<file path="config.mk">
export PLATFORM = sky130hd
export DESIGN_NAME = csu_reduce
export DESIGN_NICKNAME = d
export VERILOG_FILES = /design/src/rtl/csu_pkg.sv /design/src/rtl/csu_reduce.sv
export SDC_FILE = /design/constraint.sdc
export NUM_CORES = 1
export LEC_CHECK = 0
export BUFFER_PORTS_ARGS = -buffer_cell sky130_fd_sc_hd__buf_2
export CORE_ASPECT_RATIO = 1.25
export CORE_MARGIN = 10
export CORE_UTILIZATION = 35
export DETAILED_ROUTE_END_ITERATION = 6
export PLACE_DENSITY = 0.5
export SETUP_SLACK_MARGIN = 0.4
export SYNTH_ARGS = -nofsm -noshare
export SYNTH_HDL_FRONTEND = slang
export SYNTH_SLANG_ARGS = --single-unit
export TNS_END_PERCENT = 30
</file>
<file path="constraint.sdc">
create_clock -name clk -period 8.5 [get_ports clk]
set_input_delay 1.7 -clock clk [delete_from_list [all_inputs] [get_ports clk]]
set_output_delay 1.7 -clock clk [all_outputs]
set_load 0.03 [all_outputs]
</file>
<file path="src/rtl/csu_pkg.sv">
// Shared types and fixed-point constants for the cosine and sine unit.
`timescale 1ns / 1ps
package csu_pkg;

	// Angle constants in Q.32 radians; 2*pi needs 35 bits.
	localparam int C_W = 35;
	localparam int R_W = 33;
	localparam logic [C_W-1:0] Q32_PIO2 = 35'd6746518852;
	localparam logic [C_W-1:0] Q32_PI = 35'd13493037705;
	localparam logic [C_W-1:0] Q32_2PI_HI = 35'd26986075409;
	// Low part of 2*pi in units of 2^-64.
	localparam logic [27:0] Q64_2PI_LO = 28'd189141414;
	// floor(2^66 / 2pi_hi): quotient estimate for the reduction.
	localparam logic [31:0] RECIP = 32'((68'd1 << 66) / 68'(Q32_2PI_HI));

	// Taylor coefficients 1/n! in Q.60.
	localparam logic [63:0] Q60_ONE = 64'd1 << 60;
	localparam logic [63:0] K2 = Q60_ONE / 64'd2;
	localparam logic [63:0] K4 = (Q60_ONE + 64'd12) / 64'd24;
	localparam logic [63:0] K6 = (Q60_ONE + 64'd360) / 64'd720;
	localparam logic [63:0] K8 = (Q60_ONE + 64'd20160) / 64'd40320;
	localparam logic [63:0] K10 = (Q60_ONE + 64'd1814400) / 64'd3628800;
	localparam logic [63:0] K12 = (Q60_ONE + 64'd239500800) / 64'd479001600;

	localparam int HORNER_STEPS = 6;
	localparam logic signed [63:0] HORNER_COEF [HORNER_STEPS] = '{
		-$signed(K10), $signed(K8), -$signed(K6), $signed(K4), -$signed(K2), $signed(Q60_ONE)
	};

	// Pipeline depths of the parts.
	localparam int RED_LAT = 9;
	localparam int MUL_LAT = 3;
	localparam int STEP_LAT = 5;
	localparam int OUT_LAT = 3;

	// Folded angle leaving the reduction.
	typedef struct packed {
		logic valid;
		logic neg;
		logic [R_W-1:0] r;
	} csu_fold_t;

	// Word travelling through the Horner chain.
	typedef struct packed {
		logic valid;
		logic neg;
		logic [63:0] x2;
		logic signed [63:0] acc;
	} csu_horner_t;

endpackage

</file>
<file path="src/rtl/csu_reduce.sv">
// Angle preparation: sine offset, absolute value, reduction modulo 2*pi and fold.
`timescale 1ns / 1ps
module csu_reduce #(
	parameter int ANGLE_FRAC_BITS = 24
) (
	input  logic               clk,
	input  logic               arst_n,
	input  logic               in_valid,
	input  logic signed [31:0] angle,
	input  logic               operation,
	output csu_pkg::csu_fold_t fold
);
	import csu_pkg::*;

	localparam int SH = 32 - ANGLE_FRAC_BITS;
	localparam int MW = 65 - ANGLE_FRAC_BITS;
	localparam int AW = MW + 1;
	localparam int NW = MW - 34;
	localparam int PW = MW + 12;

	logic vld_s1, vld_s2, vld_s3, vld_s4, vld_s5, vld_s6, vld_s7, vld_s8, vld_s9;

	logic signed [AW-1:0] ang_w;
	logic signed [AW-1:0] a_s1;
	logic [MW-1:0] mag_s2, mag_s3, mag_s4;
	logic [PW-1:0] prod_s3;
	logic [NW-1:0] nest;
	logic [NW+C_W-1:0] nc_full;
	logic [NW-1:0] nest_s4, n_s5;
	logic [MW-1:0] nc_s4;
	logic [MW:0] d0, d1;
	logic [C_W-1:0] rem_s5, rem_s6;
	logic [NW+31:0] lo_sum;
	logic [NW-1:0] lo_s6;
	logic [C_W:0] t0, t1;
	logic [C_W-1:0] r_s7, r_s8;
	logic [R_W-1:0] r_s9;
	logic neg_s9;

	assign ang_w = {{2{angle[31]}}, angle, {SH{1'b0}}};

	// Quotient estimate is low by at most one; fix it with one compare.
	assign nest = prod_s3[PW-1:46];
	assign nc_full = nest * Q32_2PI_HI;
	assign d0 = {1'b0, mag_s4} - {1'b0, nc_s4};
	assign d1 = d0 - AW'(Q32_2PI_HI);

	assign lo_sum = n_s5 * Q64_2PI_LO + (NW + 32)'(32'h8000_0000);

	// Low-part correction may go below zero: wrap by one period.
	assign t0 = {1'b0, rem_s6} - (C_W + 1)'(lo_s6);
	assign t1 = t0 + (C_W + 1)'(Q32_2PI_HI);

	always_ff @(posedge clk or negedge arst_n) begin
		if (!arst_n) begin
			vld_s1 <= 1'b0;
			vld_s2 <= 1'b0;
			vld_s3 <= 1'b0;
			vld_s4 <= 1'b0;
			vld_s5 <= 1'b0;
			vld_s6 <= 1'b0;
			vld_s7 <= 1'b0;
			vld_s8 <= 1'b0;
			vld_s9 <= 1'b0;
		end else begin
			vld_s1 <= in_valid;
			vld_s2 <= vld_s1;
			vld_s3 <= vld_s2;
			vld_s4 <= vld_s3;
			vld_s5 <= vld_s4;
			vld_s6 <= vld_s5;
			vld_s7 <= vld_s6;
			vld_s8 <= vld_s7;
			vld_s9 <= vld_s8;
		end
	end

	always_ff @(posedge clk) begin
		a_s1 <= operation ? ang_w - $signed(AW'(Q32_PIO2)) : ang_w;
		mag_s2 <= a_s1[AW-1] ? MW'(-a_s1) : MW'(a_s1);
		prod_s3 <= mag_s2[MW-1:20] * RECIP;
		mag_s3 <= mag_s2;
		nest_s4 <= nest;
		nc_s4 <= nc_full[MW-1:0];
		mag_s4 <= mag_s3;
		if (!d1[MW]) begin
			rem_s5 <= d1[C_W-1:0];
			n_s5 <= nest_s4 + NW'(1);
		end else begin
			rem_s5 <= d0[C_W-1:0];
			n_s5 <= nest_s4;
		end
		lo_s6 <= lo_sum[NW+31:32];
		rem_s6 <= rem_s5;
		r_s7 <= t0[C_W] ? t1[C_W-1:0] : t0[C_W-1:0];
		r_s8 <= (r_s7 > Q32_PI) ? Q32_2PI_HI - r_s7 : r_s7;
		if (r_s8 > Q32_PIO2) begin
			r_s9 <= R_W'(Q32_PI - r_s8);
			neg_s9 <= 1'b1;
		end else begin
			r_s9 <= R_W'(r_s8);
			neg_s9 <= 1'b0;
		end
	end

	assign fold.valid = vld_s9;
	assign fold.neg = neg_s9;
	assign fold.r = r_s9;

endmodule

</file>
==> key figures <==
Floorplan
  – Ports: 71
  – Die width: 286 microns
  – FP Rows: 121
  – Area of the core: 0.0874 sq mm
  – Die area: 0.101 sq mm
  – DIE HEIGHT: 352 microns
  – Initial Util: 35.4%

Finish
  – Register area: 0.00777 sq mm
  – Commonest cells after routing, fill and taps aside: 562 x inv_1, 474 x ha_1, 377 x dfxtp_1, 285 x fa_1, 161 x xnor2_1
  – Filler cell count in the final layout: 8895
  – Multi-input gate area: 0.0208 sq mm
  – # diodes: 0
  – Post-route cell area: 0.0341 sq mm
  – Layout cells sized above 1: 6.65%
  – Final net count: 4052
  – Commonest non-fill, non-tap cell in the layout: inv_1
  – Synthesis-to-layout area growth: 10.4%

GRT
  – First-pass GRT wire length: 124 mm
  – Number of global-route vias before repair: 22614
  – Total Routing Usage GR: 15.4%
  – Grt total ovfl: 0
  – Largest net degree at the start of global routing: 40
  – Antenna violations before repair: 0

CTS
  – CTS H-tree depth: 2
  – Root Buffer: clkbuf_16
  – Clk pin slew, worst setup/hold paths: 70 ps
  – Max clock buf depth: 3
  – Clock Sinks: 386
  – Worst skew pair latency: 600 ps
  – Post-CTS Repair Setup Buffers: 0
  – Total CTS buffers: 45
  – Post_cts resized: 0
  – Hold buffers post-CTS: 0
  – CTS tree: yes

Placement
  – GPL Wtd Cong: 0.913
  – Post-Place Worst Slack: 862 ps
  – Hpwl dp: 65.8 mm
  – DP Area: 0.0326 sq mm
  – I/O Buffers: 70

Routing
  – Remaining DRCs: 0
  – Wirelength per Cell: 17.2 microns
  – Initial DRC count: 753
  – Vias per cell: 4.77
  – Vias: 21270
  – DRT Pass-1 Iters: 5
  – DRT antenna net count: 0
  – Final wirelength: 76.6 mm

Timing
  – Setup Skew: 26.5 ps
  – Worst Tran Pin Value: 1190 ps
  – Tmin final: 7600 ps
  – Slew headroom: 20.0%
  – Post-Route Setup TNS: 0 ps
  – Finish-stage setup viols: 0
  – Final worst path period share: 89.4%
  – Fin worst setup slack: 898 ps
  – Peak Freq: 132 MHz
  – RSZ-0062 raised after global routing: false
  – Final max-slew violation count: 0
  – Hold Vio Cnt, Final: 0

Worst hold path
  – Worst Hold Class: reg -> reg

Setup path
  – Reg2reg start: mag_s2[38]$_DFF_P_
  – Critical path fanouts, max: 8
  – Worst Setup EP: prod_s3[52]$_DFF_P_
  – Crit. End Element: flip-flop
  – Worst Setup SP: mag_s2[38]$_DFF_P_
  – R2r setup slk: 900 ps
  – Worst path required time: 8980 ps
  – CP startpoint kind: flip-flop
  – CP Class: reg -> reg
  – Reg2reg path depth: 22
  – Reg-to-Reg End: prod_s3[52]$_DFF_P_
  – CP arrival: 8080 ps

Logic synthesis
  – Number of enable flip-flop cells after synthesis: 0
  – Ys Warns: 0
  – Syn nets: 3970
  – Synth async-reset ratio: 2.33%
  – Top_reg_cell synth: dfxtp_1
  – Syn Std Cell Area: 0.0309 sq mm
  – Synth unique cells: 87
  – Flops & latches, synth: 386
  – Post-Synthesis Cells: 3175
  – Syn avg cell area: 9.74 sq um
  – Seq/Total Area, Yosys: 25.1%

Status
  – Status: complete, no violations

Run
  – Max-Cap Viols: 0
-- worst min-delay path by stage --
stage	from	cells after the start	endpoint	slack, ps
2_1_floorplan	mag_s2[10]$_DFF_P_	0	mag_s3[10]$_DFF_P_	310
3_3_place_gp	mag_s3[28]$_DFF_P_	0	mag_s4[28]$_DFF_P_	310
3_5_place_dp	mag_s2[10]$_DFF_P_	0	mag_s3[10]$_DFF_P_	310
4_1_cts	mag_s3[40]$_DFF_P_	0	mag_s4[40]$_DFF_P_	310
5_1_grt	rem_s5[2]$_DFF_P_	0	rem_s6[2]$_DFF_P_	330
6_report	mag_s3[40]$_DFF_P_	0	mag_s4[40]$_DFF_P_	310
-- per-stage QoR --
stage                     hold WS, ps  util, %  instances
after floorplan                   310        -       3175
after global placement            310     37.3       4378
after detailed placement          312     37.3       4378
after CTS                         306     39.1       4461
after global routing              326     39.1       4461
final                             311     39.1       4461
-- worst max-delay path, cell delays in order (launching register included) --
cell      delay (ps)
dfxtp_1          530
inv_1            110
fa_1             590
xnor2_1          290
ha_1             300
fa_1             520
fa_1             520
fa_1             520
fa_1             530
fa_1             500
ha_1             340
a21o_1           170
a21o_1           170
a21o_1           170
a21o_1           170
a21oi_1          250
o21ai_0          130
nor2b_1          140
o31ai_1          560
a41oi_1          330
a211oi_1         380
o21bai_1         120
xnor2_1          130
-- synth_stat cells (24+ instances only) --
library cell | n | area (sq um)
inv_1 | 562 | 2110
ha_1 | 474 | 5930
dfxtp_1 | 377 | 7550
fa_1 | 285 | 5710
xnor2_1 | 161 | 1410
nor2_1 | 156 | 586
nand2_1 | 150 | 563
a21oi_1 | 140 | 701
xor2_1 | 115 | 1010
o21ai_0 | 79 | 395
a21o_1 | 60 | 450
nor3_1 | 55 | 275
nand2b_1 | 35 | 219
nand3_1 | 35 | 175
nand4_1 | 28 | 175
nor4_1 | 26 | 163
nor2b_1 | 25 | 156
o21a_1 | 24 | 180
o21bai_1 | 24 | 180
-- metal layers --
metal	vias up	wire, microns	GRT usage (%)
met5	-	0	0
met2	297	41300	29.7
met1	10158	30500	17.0
met3	110	2080	1.83
met4	0	2660	5.30
li1	10705	-	-
-- sequential cells by signal (all words and copies together), names as in the netlist, 7 cells and up --
signal	flops
nc_s4	41
mag_s2	36
mag_s3	36
mag_s4	36
r_s7	35
r_s8	35
rem_s5	35
rem_s6	35
a_s1	34
r_s9	33
prod_s3	7
-- logic make-up (layout without fill, tap and decap cells) --
kind of cell,count (synthesis),count (layout),share of synthesized area (%)
DFF,386,386,25.1
AOI/OAI and AO/OA,491,491,10.5
xor gates and xnor gates,276,276,7.82
buffers and inverters,609,727,7.57
adders and majority gates,759,759,37.6
muxes,8,8,0.283
and+or+nand+nor,646,646,11.0
-- final cells by class --
| type | instances | area share (%) |
|---|---|---|
| inverter | 563 | 6.19 |
| sequential | 386 | 22.8 |
| multi-input combinational | 2180 | 61.0 |
| timing repair buffer | 81 | 1.27 |
| tap | 1168 | 4.28 |
| clock buffer | 54 | 3.54 |
| clock inverter | 29 | 0.945 |
Power is not shown: default switching activity piles up to over one toggle a cycle in this logic, so the estimate is an artifact.
